## src/rtl/mfd_pkg.sv

```systemverilog
package mfd_pkg;

  // fixed-point format of angles, speed and current
  localparam int FRAC_BITS = 16;

  // field widths
  localparam int ENC_W   = 13;
  localparam int APC_W   = 24;
  localparam int R2D_W   = 24;
  localparam int ALPHA_W = 17;
  localparam int RPM_W   = 16;
  localparam int CUR_W   = 16;
  localparam int TEMP_W  = 8;
  localparam int ANG_W   = 25;
  localparam int TURN_W  = 32;
  localparam int TOT_W   = 48;
  localparam int SPD_W   = 41;
  localparam int CURF_W  = 32;
  localparam int CFG_IDX_W = 3;
  localparam int CFG_DAT_W = 24;

  // shared multiplier
  localparam int MUL_XW = 26;
  localparam int MUL_YW = 18;
  localparam int MUL_PW = MUL_XW + MUL_YW;
  localparam int LO_W   = 24;  // low slice of a filter difference

  // derived formats
  localparam int ANG_SH = APC_W - FRAC_BITS;
  localparam int SHL    = (FRAC_BITS >= 16) ? FRAC_BITS - 16 : 0;
  localparam int SHR    = (FRAC_BITS < 16) ? 16 - FRAC_BITS : 0;
  localparam int SPW    = SPD_W + 1 + SHL;
  localparam int CWW    = (CUR_W + FRAC_BITS > CURF_W + 1) ? CUR_W + FRAC_BITS : CURF_W + 1;
  localparam int SDF_W  = SPD_W + 1;
  localparam int CDF_W  = CURF_W + 1;
  localparam int M_W    = TURN_W + 9;
  localparam int M_KEEP = TOT_W - FRAC_BITS;
  localparam int TSW    = TOT_W + 1;

  localparam logic [ENC_W-1:0]   ENC_WRAP  = 13'd8191;
  localparam logic [ENC_W:0]     HALF_TURN = 14'd4096;
  localparam logic [ALPHA_W-1:0] ALPHA_ONE = 17'd65536;

  typedef enum logic [CFG_IDX_W-1:0] {
    REG_ENC_OFFSET      = 3'd0,
    REG_ANGLE_PER_COUNT = 3'd1,
    REG_RPM_TO_DPS      = 3'd2,
    REG_SPEED_ALPHA     = 3'd3,
    REG_CURRENT_ALPHA   = 3'd4
  } reg_idx_t;

  typedef enum logic [2:0] {
    MOP_ANG,
    MOP_RPM,
    MOP_SLO,
    MOP_SHI,
    MOP_CLO,
    MOP_CHI
  } mop_t;

  typedef enum logic [3:0] {
    ST_IDLE,
    ST_ZERO,
    ST_ANG,
    ST_RPM,
    ST_DIFF,
    ST_SLO,
    ST_SHI,
    ST_CLO,
    ST_CHI,
    ST_CACC,
    ST_DONE
  } state_t;

  typedef struct packed {
    mop_t mop;
    logic ld_in;
    logic ld_enc;
    logic ld_ang;
    logic ld_turn;
    logic ld_diff;
    logic ld_plo;
    logic upd_spd;
    logic upd_cur;
    logic ld_out;
  } ctl_t;

endpackage

```

## src/rtl/motor_feedback_decoder.sv

```systemverilog
// Motor feedback decoder: one feedback frame in, one decoded word out.
// Input channel: in_valid / in_stall with enc_raw, speed_rpm, current_raw,
// temp_raw. Output channel: out_valid / out_stall with the zeroed count,
// single-turn angle, turn count, total angle, filtered speed and current,
// and the temperature byte.
// Config channel: cfg_valid / cfg_ready (always ready), cfg_index selects
// the register, cfg_data carries the value; unknown indexes are dropped.
// Write config only while no frame is in flight.
// From acceptance to the output register a frame is stepped by the sequencer: one
// 26x18 multiplier is reused six times by the sequencer (angle scaling,
// rpm scaling, and two partial products for each of the two filters).
// A new frame is taken only after the previous one has reached the output register.
// The output word sits in its own register; the next frame is accepted and
// processed while it waits, and the sequencer holds in its last step if
// the previous word is still stalled there.
// Reset clears the config registers to their defaults, the turn counter,
// the previous count and both filter accumulators, and drops out_valid.
module motor_feedback_decoder import mfd_pkg::*; (
  input  logic                        clk,
  input  logic                        rst,
  input  logic                        cfg_valid,
  output logic                        cfg_ready,
  input  logic [CFG_IDX_W-1:0]        cfg_index,
  input  logic [CFG_DAT_W-1:0]        cfg_data,
  input  logic                        in_valid,
  output logic                        in_stall,
  input  logic [ENC_W-1:0]            enc_raw,
  input  logic signed [RPM_W-1:0]     speed_rpm,
  input  logic signed [CUR_W-1:0]     current_raw,
  input  logic [TEMP_W-1:0]           temp_raw,
  output logic                        out_valid,
  input  logic                        out_stall,
  output logic [ENC_W-1:0]            enc_zeroed,
  output logic [ANG_W-1:0]            angle_single,
  output logic signed [TURN_W-1:0]    turn_count,
  output logic signed [TOT_W-1:0]     angle_total,
  output logic signed [SPD_W-1:0]     speed_dps,
  output logic signed [CURF_W-1:0]    current_filt,
  output logic [TEMP_W-1:0]           temperature
);

  ctl_t ctl;

  // config registers
  logic [ENC_W-1:0]   enc_offset;
  logic [APC_W-1:0]   angle_per_count;
  logic [R2D_W-1:0]   rpm_to_dps;
  logic [ALPHA_W-1:0] speed_alpha;
  logic [ALPHA_W-1:0] current_alpha;

  // latched frame
  logic [ENC_W-1:0]        raw_q;
  logic signed [RPM_W-1:0] rpm_q;
  logic signed [CUR_W-1:0] cur_q;
  logic [TEMP_W-1:0]       temp_q;

  // working registers
  logic [ENC_W-1:0]        enc;
  logic [ANG_W-1:0]        ang;
  logic signed [SDF_W-1:0] sdiff;
  logic signed [CDF_W-1:0] cdiff;
  logic signed [M_W-1:0]   m360;
  logic [MUL_PW-1:0]       plo;

  // tracking state
  logic [ENC_W-1:0]         prev_enc;
  logic signed [TURN_W-1:0] turns;
  logic signed [SPD_W-1:0]  speed_acc;
  logic signed [CURF_W-1:0] current_acc;

  // multiplier
  logic signed [MUL_XW-1:0] mx;
  logic signed [MUL_YW-1:0] my;
  logic signed [MUL_PW-1:0] p;

  logic signed [MUL_YW-1:0] a_spd, a_cur;

  mfd_seq u_seq (
    .clk       (clk),
    .rst       (rst),
    .in_valid  (in_valid),
    .out_valid (out_valid),
    .out_stall (out_stall),
    .in_stall  (in_stall),
    .ctl       (ctl)
  );

  mfd_mul u_mul (
    .clk (clk),
    .x   (mx),
    .y   (my),
    .p   (p)
  );

  // ---------------- configuration ----------------
  assign cfg_ready = 1'b1;

  always_ff @(posedge clk) begin
    if (rst) begin
      enc_offset      <= '0;
      angle_per_count <= 24'd737280;
      rpm_to_dps      <= 24'd393216;
      speed_alpha     <= ALPHA_ONE;
      current_alpha   <= ALPHA_ONE;
    end else if (cfg_valid && cfg_ready) begin
      unique case (reg_idx_t'(cfg_index))
        REG_ENC_OFFSET:      enc_offset      <= cfg_data[ENC_W-1:0];
        REG_ANGLE_PER_COUNT: angle_per_count <= cfg_data[APC_W-1:0];
        REG_RPM_TO_DPS:      rpm_to_dps      <= cfg_data[R2D_W-1:0];
        REG_SPEED_ALPHA:     speed_alpha     <= cfg_data[ALPHA_W-1:0];
        REG_CURRENT_ALPHA:   current_alpha   <= cfg_data[ALPHA_W-1:0];
        default: ;
      endcase
    end
  end

  // weights above one act as one
  assign a_spd = (speed_alpha > ALPHA_ONE) ? {1'b0, ALPHA_ONE} : {1'b0, speed_alpha};
  assign a_cur = (current_alpha > ALPHA_ONE) ? {1'b0, ALPHA_ONE} : {1'b0, current_alpha};

  // ---------------- multiplier operands ----------------
  always_comb begin
    mx = '0;
    my = '0;
    unique case (ctl.mop)
      MOP_ANG: begin
        mx = {{(MUL_XW-APC_W){1'b0}}, angle_per_count};
        my = {{(MUL_YW-ENC_W){1'b0}}, enc};
      end
      MOP_RPM: begin
        mx = {{(MUL_XW-R2D_W){1'b0}}, rpm_to_dps};
        my = {{(MUL_YW-RPM_W){rpm_q[RPM_W-1]}}, rpm_q};
      end
      MOP_SLO: begin
        mx = {{(MUL_XW-LO_W){1'b0}}, sdiff[LO_W-1:0]};
        my = a_spd;
      end
      MOP_SHI: begin
        mx = {{(MUL_XW-(SDF_W-LO_W)){sdiff[SDF_W-1]}}, sdiff[SDF_W-1:LO_W]};
        my = a_spd;
      end
      MOP_CLO: begin
        mx = {{(MUL_XW-LO_W){1'b0}}, cdiff[LO_W-1:0]};
        my = a_cur;
      end
      MOP_CHI: begin
        mx = {{(MUL_XW-(CDF_W-LO_W)){cdiff[CDF_W-1]}}, cdiff[CDF_W-1:LO_W]};
        my = a_cur;
      end
      default: begin
        mx = '0;
        my = '0;
      end
    endcase
  end

  // ---------------- zero offset ----------------
  logic [ENC_W:0] enc_dif, enc_fix;

  always_comb begin
    enc_dif = {1'b0, raw_q} - {1'b0, enc_offset};
    // below zero: wrap by 8191 counts
    enc_fix = enc_dif + (enc_dif[ENC_W] ? {1'b0, ENC_WRAP} : '0);
  end

  // ---------------- angle scaling ----------------
  logic [MUL_PW-1:0] ang_shf;
  logic              ang_ovf;

  always_comb begin
    ang_shf = p >> ANG_SH;
    ang_ovf = |ang_shf[MUL_PW-1:ANG_W];
  end

  // ---------------- turn tracking ----------------
  logic signed [ENC_W:0] turn_d;

  assign turn_d = $signed({1'b0, enc}) - $signed({1'b0, prev_enc});

  // ---------------- filter samples ----------------
  logic signed [SPW-1:0]   spd_ext, spd_scl;
  logic [SPW-SPD_W:0]      spd_top;
  logic signed [SPD_W-1:0] spd_smp;
  logic signed [CWW-1:0]   cur_scl;
  logic [CWW-CURF_W:0]     cur_top;
  logic signed [CURF_W-1:0] cur_smp;
  logic signed [M_W-1:0]   tx;

  always_comb begin
    spd_ext = SPW'(signed'(p[SPD_W-1:0]));
    spd_scl = (spd_ext <<< SHL) >>> SHR;
    spd_top = spd_scl[SPW-1:SPD_W-1];
    if ((&spd_top) || !(|spd_top)) begin
      spd_smp = spd_scl[SPD_W-1:0];
    end else begin
      spd_smp = spd_scl[SPW-1] ? {1'b1, {(SPD_W-1){1'b0}}} : {1'b0, {(SPD_W-1){1'b1}}};
    end

    cur_scl = CWW'(cur_q) <<< FRAC_BITS;
    cur_top = cur_scl[CWW-1:CURF_W-1];
    if ((&cur_top) || !(|cur_top)) begin
      cur_smp = cur_scl[CURF_W-1:0];
    end else begin
      cur_smp = cur_scl[CWW-1] ? {1'b1, {(CURF_W-1){1'b0}}} : {1'b0, {(CURF_W-1){1'b1}}};
    end

    // turns * 360 = turns * (256 + 64 + 32 + 8)
    tx = M_W'(turns);
  end

  // ---------------- total angle ----------------
  logic [M_W-M_KEEP:0]   m_top;
  logic signed [TSW-1:0] tsum;
  logic signed [TOT_W-1:0] total;

  always_comb begin
    m_top = m360[M_W-1:M_KEEP-1];
    tsum  = (TSW'(signed'(m360[M_KEEP-1:0])) <<< FRAC_BITS) + TSW'(ang);
    if (!((&m_top) || !(|m_top))) begin
      total = m360[M_W-1] ? {1'b1, {(TOT_W-1){1'b0}}} : {1'b0, {(TOT_W-1){1'b1}}};
    end else if (tsum[TSW-1] != tsum[TSW-2]) begin
      total = tsum[TSW-1] ? {1'b1, {(TOT_W-1){1'b0}}} : {1'b0, {(TOT_W-1){1'b1}}};
    end else begin
      total = tsum[TOT_W-1:0];
    end
  end

  // ---------------- datapath registers ----------------
  always_ff @(posedge clk) begin
    if (ctl.ld_in) begin
      raw_q  <= enc_raw;
      rpm_q  <= speed_rpm;
      cur_q  <= current_raw;
      temp_q <= temp_raw;
    end
    if (ctl.ld_enc) begin
      enc <= enc_fix[ENC_W-1:0];
    end
    if (ctl.ld_ang) begin
      ang <= ang_ovf ? {ANG_W{1'b1}} : ang_shf[ANG_W-1:0];
    end
    if (ctl.ld_diff) begin
      sdiff <= SDF_W'(spd_smp) - SDF_W'(speed_acc);
      cdiff <= CDF_W'(cur_smp) - CDF_W'(current_acc);
      m360  <= (tx <<< 8) + (tx <<< 6) + (tx <<< 5) + (tx <<< 3);
    end
    if (ctl.ld_plo) begin
      plo <= p;
    end
  end

  // low partial product is never negative, so the floor splits cleanly
  always_ff @(posedge clk) begin
    if (rst) begin
      prev_enc    <= '0;
      turns       <= '0;
      speed_acc   <= '0;
      current_acc <= '0;
    end else begin
      if (ctl.ld_turn) begin
        prev_enc <= enc;
        if (turn_d > $signed(HALF_TURN)) begin
          turns <= turns - 32'sd1;
        end else if (turn_d < -$signed(HALF_TURN)) begin
          turns <= turns + 32'sd1;
        end
      end
      if (ctl.upd_spd) begin
        speed_acc <= speed_acc + SPD_W'(p <<< 8) + SPD_W'(plo[MUL_PW-1:16]);
      end
      if (ctl.upd_cur) begin
        current_acc <= current_acc + CURF_W'(p <<< 8) + CURF_W'(plo[MUL_PW-1:16]);
      end
    end
  end

  // ---------------- output word ----------------
  always_ff @(posedge clk) begin
    if (rst) begin
      out_valid <= 1'b0;
    end else if (ctl.ld_out) begin
      out_valid <= 1'b1;
    end else if (!out_stall) begin
      out_valid <= 1'b0;
    end
  end

  always_ff @(posedge clk) begin
    if (ctl.ld_out) begin
      enc_zeroed   <= enc;
      angle_single <= ang;
      turn_count   <= turns;
      angle_total  <= total;
      speed_dps    <= speed_acc;
      current_filt <= current_acc;
      temperature  <= temp_q;
    end
  end

  // ---------------- assertions ----------------
  a_out_from_seq: assert property (@(posedge clk) disable iff (rst)
    $rose(out_valid) |-> $past(ctl.ld_out))
    else $error("out_valid rose without a load from the sequencer");

  a_turn_step: assert property (@(posedge clk) disable iff (rst)
    ctl.ld_turn |=> (turns == $past(turns) || turns == $past(turns) + 32'sd1 ||
                     turns == $past(turns) - 32'sd1))
    else $error("turn counter moved by more than one per frame");

  a_busy_after_accept: assert property (@(posedge clk) disable iff (rst)
    ctl.ld_in |=> in_stall)
    else $error("input not stalled while a frame is in flight");

  a_reset_idle: assert property (@(posedge clk)
    $fell(rst) |-> !out_valid)
    else $error("output word valid right after reset");

endmodule

```

## src/rtl/mfd_mul.sv

```systemverilog
module mfd_mul import mfd_pkg::*; (
  input  logic                     clk,
  input  logic signed [MUL_XW-1:0] x,
  input  logic signed [MUL_YW-1:0] y,
  output logic signed [MUL_PW-1:0] p
);

  always_ff @(posedge clk) begin
    p <= x * y;
  end

endmodule

```

## src/rtl/mfd_seq.sv

```systemverilog
module mfd_seq import mfd_pkg::*; (
  input  logic clk,
  input  logic rst,
  input  logic in_valid,
  input  logic out_valid,
  input  logic out_stall,
  output logic in_stall,
  output ctl_t ctl
);

  state_t state, state_next;
  logic   out_free;

  assign out_free = !out_valid || !out_stall;

  always_ff @(posedge clk) begin
    if (rst) begin
      state <= ST_IDLE;
    end else begin
      state <= state_next;
    end
  end

  always_comb begin
    state_next = state;
    unique case (state)
      ST_IDLE: if (in_valid) state_next = ST_ZERO;
      ST_ZERO: state_next = ST_ANG;
      ST_ANG:  state_next = ST_RPM;
      ST_RPM:  state_next = ST_DIFF;
      ST_DIFF: state_next = ST_SLO;
      ST_SLO:  state_next = ST_SHI;
      ST_SHI:  state_next = ST_CLO;
      ST_CLO:  state_next = ST_CHI;
      ST_CHI:  state_next = ST_CACC;
      ST_CACC: state_next = ST_DONE;
      ST_DONE: if (out_free) state_next = ST_IDLE;
      default: state_next = ST_IDLE;
    endcase
  end

  always_comb begin
    ctl      = '0;
    ctl.mop  = MOP_ANG;
    in_stall = 1'b1;
    unique case (state)
      ST_IDLE: begin
        in_stall   = 1'b0;
        ctl.ld_in  = in_valid;
      end
      ST_ZERO: ctl.ld_enc = 1'b1;
      ST_ANG:  ctl.mop = MOP_ANG;
      ST_RPM: begin
        ctl.mop     = MOP_RPM;
        ctl.ld_ang  = 1'b1;
        ctl.ld_turn = 1'b1;
      end
      ST_DIFF: ctl.ld_diff = 1'b1;
      ST_SLO:  ctl.mop = MOP_SLO;
      ST_SHI: begin
        ctl.mop    = MOP_SHI;
        ctl.ld_plo = 1'b1;
      end
      ST_CLO: begin
        ctl.mop     = MOP_CLO;
        ctl.upd_spd = 1'b1;
      end
      ST_CHI: begin
        ctl.mop    = MOP_CHI;
        ctl.ld_plo = 1'b1;
      end
      ST_CACC: ctl.upd_cur = 1'b1;
      ST_DONE: ctl.ld_out = out_free;
      default: ctl = '0;
    endcase
  end

endmodule

```

## config.mk

```make
export PLATFORM = sky130hd
export DESIGN_NAME = motor_feedback_decoder
export DESIGN_NICKNAME = d
export VERILOG_FILES = /design/src/rtl/mfd_pkg.sv /design/src/rtl/motor_feedback_decoder.sv /design/src/rtl/mfd_mul.sv /design/src/rtl/mfd_seq.sv
export SDC_FILE = /design/constraint.sdc
export NUM_CORES = 2
export LEC_CHECK = 0
export BUFFER_PORTS_ARGS = -buffer_cell sky130_fd_sc_hd__buf_2
export CAP_MARGIN = 20
export CORE_MARGIN = 1
export CORE_UTILIZATION = 55
export CTS_CLUSTER_DIAMETER = 50
export CTS_CLUSTER_SIZE = 8
export DETAILED_ROUTE_END_ITERATION = 6
export PLACE_DENSITY_LB_ADDON = 0.3
export SYNTH_ARGS = -nofsm -noshare
export SYNTH_HDL_FRONTEND = slang
export SYNTH_SLANG_ARGS = --single-unit
```

## constraint.sdc

```tcl
create_clock -name clk -period 13.94 [get_ports clk]
set_input_delay 0.697 -clock clk [delete_from_list [all_inputs] [get_ports clk]]
set_output_delay 0.697 -clock clk [all_outputs]
set_load 0.02 [all_outputs]
```

==> Word level (Yosys, flattened, before mapping) <==
Index checks and enable logic that the tools add are counted.
{ "word_totals": {"reg_bits": 712, "out_inout_bits": 202} }
{ "op_classes": {"addsub": 15, "multipliers": 1, "n_lt_le_gt_ge": 4, "eq_ne": 23, "n_mux": 26, "reduce_logical": 22} }
{ "op_table": {"columns": ["operator", "count"], "rows": [
  ["$mux W48", 4],
  ["$pmux W26 S6", 1],
  ["$pmux W18 S4", 1],
  ["$mux W32", 2],
  ["$add A48 B26 Y49", 1],
  ["$mul A26 B18 Y44", 1],
  ["$pmux W4 S11", 1],
  ["$sub A41 B41 Y42", 1],
  ["$add A40 B38 Y41", 1],
  ["$add A41 B28 Y41", 1],
  ["$add A41 B35 Y41", 1],
  ["$add A41 B37 Y41", 1],
  ["$add A41 B41 Y41", 1],
  ["$gt A17 B17 Y1 const B", 2],
  ["$mux W17", 2],
  ["$sub A32 B32 Y33", 1],
  ["$add A32 B2 Y32 const B", 1],
  ["$add A32 B28 Y32", 1],
  ["$add A32 B32 Y32", 1],
  ["$sub A32 B2 Y32 const B", 1],
  ["$sub A13 B13 Y14", 2],
  ["$eq A4 B3 Y1 const B", 4],
  ["$pmux W3 S5", 1],
  ["$gt A14 B14 Y1 const B", 1],
  ["other kinds (25)", 57]
]} }

==> Depth between registers and ports, before layout <==
{ "depth": {"ltp_word": 6, "mapped_depth": 34, "mapped_depth_nobuf": 30} }

==> Modules after synthesis <==
Synthesis repeated with hierarchy kept, for this count alone.
{ "hier_totals": {"hier_cells": 5522, "hier_area_um2": 55304.3} }
{ "by_module_without_submodules": {"columns": ["module", "instances", "cells_per_inst", "area_each_um2", "seq_area_each_um2"], "rows": [
  ["motor_feedback_decoder", 1, 3518, 37268.2, 17226.5],
  ["mfd_mul", 1, 1961, 17682.0, 880.8],
  ["mfd_seq", 1, 43, 354.1, 80.1]
]} }

==> Worst setup path before layout <==
OpenSTA, ideal clock, no wires.
{ "synth_path": {"path_kind": "register to register", "start": "register u_seq.state[1]", "end": "register angle_single[0], enable pin", "t_arrival_ns": 10.779, "required_time_ns": 13.116, "setup_slack_ns": 2.337, "path_stages_with_launch": 6, "n_path_buf": 2, "cell_sequence": "dfxtp_1 buf_1 nor2b_1 clkbuf_1 nand2_1 a21oi_1"} }
{ "synth_rtl": {"columns": ["element", "line", "source"], "rows": [
  ["start: declaration", "mfd_seq.sv:11", "state_t state, state_next;"],
  ["start signal: assignment", "mfd_seq.sv:20", "state <= state_next;"],
  ["end signal: assignment", "motor_feedback_decoder.sv:291", "angle_single <= ang;"],
  ["end: declaration", "motor_feedback_decoder.sv:34", "output logic [ANG_W-1:0] angle_single,"]
]} }

==> Final worst setup path <==
{ "layout_path": {"start": "register u_seq.state[1]", "end": "register u_mul.p[43]"} }
{ "layout_between": {"elab_chain_cells": 6} }
{ "layout_rtl": {"columns": ["element", "line", "source"], "rows": [
  ["$eq A4 B4 Y1, or another cell as far along", "mfd_seq.sv:46", "unique case (state)"],
  ["$pmux W3 S5 *", "mfd_seq.sv:46", null],
  ["$eq A3 B3 Y1 or $eq A3 B2 Y1 (tied branches)", "motor_feedback_decoder.sv:125", "unique case (ctl.mop)"],
  ["$reduce_or A2 Y1 (no line)", null, null],
  ["$pmux W18 S4", "motor_feedback_decoder.sv:125", null],
  ["$mul A26 B18 Y44 *", "mfd_mul.sv:9", "p <= x * y;"],
  ["end signal: assignment", "mfd_mul.sv:9", null],
  ["end: declaration", "mfd_mul.sv:5", "output logic signed [MUL_PW-1:0] p"]
]} }
Every way passes the cells marked *; elsewhere a longest branch is shown, timed or not.
A chain may end at the register's enable or synchronous reset.

==> impl_metrics.yaml <==
yosys:
  synth.area.top_cells: "edfxtp_1, fa_1, dfxtp_1"
  yosysMostFrequentCell: "nand2_1"
  ys_warn_count: 0
  syn_inst: 5404
  synth_area_um2: 53800
  synth_top_area_cell: "edfxtp_1"
  synth_edf_count: 431
  synth_top_area_share_pct: 24.0
  synthFlopType: "edfxtp_1"
  ys_seq_area_share_pct: 33.8
  ys_top_cells_by_count: "nand2_1, inv_1, fa_1"
  synth_fp_nets: 6421
  syn-mean-instance-area_um2: 9.96
  postSynth.asyncResetShare_pct: 0
  synth_cell_types: 95
  synth_seq_cells: 693
die:
  ioPinCount: 287
  dieHeight_um: 315
  core_area_um2: 96900
  fp.dieW_um: 315
  initial_core_util_pct: 55.6
  rows: 114
  dieArea_um2: 99100
timing:
  slew_headroom_pct: 23.0
  fin_crit_ns: 10.24
  fmax_mhz: 97.6
  finalMaxSlewViolations: 0
  setup_viol: 0
  hold_viol: 0
  rsz0062_at_grt: "no"
  hold_slack_ns: 0.172
  finalSetupTns_ns: 0
  post-route-period-util_pct: 73.5
  fin_skew_ns: 0.0550
  worstMarginPinSlew_ns: 1.15
placement:
  gp_congestion: 0.996
  hpwl_mm: 119
  place.port_buffers: 285
global_routing:
  grt_overflow: 0
  grt_pass1_wl_mm: 235
  antenna_found_initial: 9
  grt_use_total_pct: 31.2
  grt_max_degree: 104
  grt_pass1_vias: 41000
critical_path:
  slowest_stage: "dfxtp_1"
  required_ns: 14.51
  endpoint_kind: "flip-flop"
  critPathBufInv: 4
  critical_path_peak_fanout: 30
  cpLargestDelayFamily: "adder cells"
  path_class: "flip-flop to flip-flop"
  worstSetupStartpointType: "flip-flop"
  cp_common_cell: "fa_1"
  slowest_delay_ns: 0.90
  critPathArrivalTime_ns: 10.82
clock_network:
  clockRootBuffer: "clkbuf_16"
  ctsHoldBuffers: 0
  htree_levels: 3
  clockBufferDepth: 3
  cts_resized: 0
  clkSinkCount: 693
  clk_latency_ns: 0.70
  cts_buffers: 105
  cts_tree: "done"
  cts.clk_slew.worst_paths_ns: 0.06
  cts_setup_buffers: 0
pwr:
  internal_power_w: 0.00543
  peakVddDrop_v: 0.000269
  p_leak_nw: 26.5
  power_w: 0.00903
  comb_power_share_pct: 44.6
  p_switching_w: 0.00360
  swShare_pct: 39.9
  clkPwrFrac_pct: 26.4
  p_seq_share_pct: 29.0
  powerDensity_nw_per_um2: 151
detailed_routing:
  vias_per_cell: 5.91
  drt_iter0_drc: 3799
  route.antenna.remaining_nets: 0
  finalWirelength_mm: 154
  routedWlPerCell_um: 21.9
  drt_first_pass_iters: 7
  drc: 105
  vias: 41500
final_layout:
  area_delta_synth_final_pct: 11.1
  drive_gt1_share_pct: 9.99
  fill_cells: 7963
  nets: 6673
  final_core_util_pct: 61.8
min_path:
  hp-class: "input pin to flip-flop"
run_status:
  status: "finished with violations"
  violations: "design-rule violations"
flow_run:
  drv_cap: 0
cell type report:
type | instances | area (um2) | area share [%]
flip-flops and latches | 693 | 18200 | 30.4
clock buffers | 175 | 2920 | 4.88
well taps | 1276 | 1600 | 2.67
clock inverters | 21 | 233 | 0.389
multi-input cells | 3845 | 32500 | 54.3
inverters | 673 | 2530 | 4.22
diodes | 9 | 22.5 | 0.0376
repair buffers | 338 | 1850 | 3.10
stage by stage:
step	cells	setup WS, ns	instance area, um2
after floorplan	5404	2.34	53800
after global placement	6820	4.03	56600
after detailed placement	6820	3.85	56600
after CTS	7016	3.82	59800
after global routing	7023	3.24	59800
final	7030	3.70	59800
registers in the layout, indices dropped and copies added (netlist names), 16 cells and up:
register,flops
angle_total,48
u_mul.p,44
sdiff,42
speed_acc,41
speed_dps,41
m360,38
cdiff,33
current_acc,32
current_filt,32
turn_count,32
turns,32
plo,28
ang,25
angle_single,25
angle_per_count,24
rpm_to_dps,24
current_alpha,17
speed_alpha,17
cur_q,16
rpm_q,16
power groups by stage:
stage	Sequential, W	Combinational (W)	Clock (W)
2_1_floorplan	0.00247	0.00292	0
3_3_place_gp	0.00264	0.00392	0
3_5_place_dp	0.00264	0.00399	0
4_1_cts	0.00260	0.00402	0.00241
5_1_grt	0.00260	0.00444	0.00250
6_report	0.00262	0.00403	0.00238
final timing paths:
kind | cells past startpoint | endpoint | slack, ns | from
setup reg to reg | 25 | u_mul.p[43]$_DFF_P_ | 3.70 | u_seq.state[1]$_SDFFE_PP0P_
hold reg to reg | 0 | temperature[0]$_DFFE_PP_ | 0.42 | temp_q[0]$_DFFE_PP_
hold / removal | 1 | temp_q[6]$_DFFE_PP_ | 0.17 | temp_raw[6]
setup / recovery | 25 | u_mul.p[43]$_DFF_P_ | 3.70 | u_seq.state[1]$_SDFFE_PP0P_
cell families after synthesis:
kind of cell	after synthesis	synth area share, %
AO/OA/AOI/OAI	1066	13.2
adder cells (fa/ha/maj)	932	29.4
AND/OR/NAND/NOR	1543	12.5
XOR/XNOR	266	4.33
other	1	0.00697
flip-flops	693	33.8
buffers and inverters	866	6.11
multiplexers	37	0.711
routing by layer:
layer | up-vias | wire (um) | GRT usage [%]
met5 | - | 30 | 0
met3 | 420 | 13900 | 6.06
li1 | 18800 | - | -
met1 | 20500 | 60400 | 40.5
met2 | 1850 | 72100 | 50.1
met4 | 4 | 7850 | 15.5
cell usage in the layout (no fill, tap or decap), drive strengths merged, types with 28 or more instances in the layout:
cell / synthesis / layout
o21ai: 134 / 134
nand2: 744 / 744
nor2: 412 / 412
xor2: 98 / 98
nor3: 52 / 52
dfxtp: 262 / 262
and2: 28 / 28
or2: 40 / 40
fa: 553 / 553
xnor2: 168 / 168
a21oi: 381 / 381
clkbuf: 174 / 175
ha: 379 / 379
nand2b: 32 / 32
nand3: 57 / 57
nor2b: 42 / 42
edfxtp: 431 / 431
and3: 38 / 38
o21a: 44 / 44
a21o: 177 / 177
inv: 672 / 678
buf: 19 / 338
No activity file was read; power rests on OpenSTA's default activity.
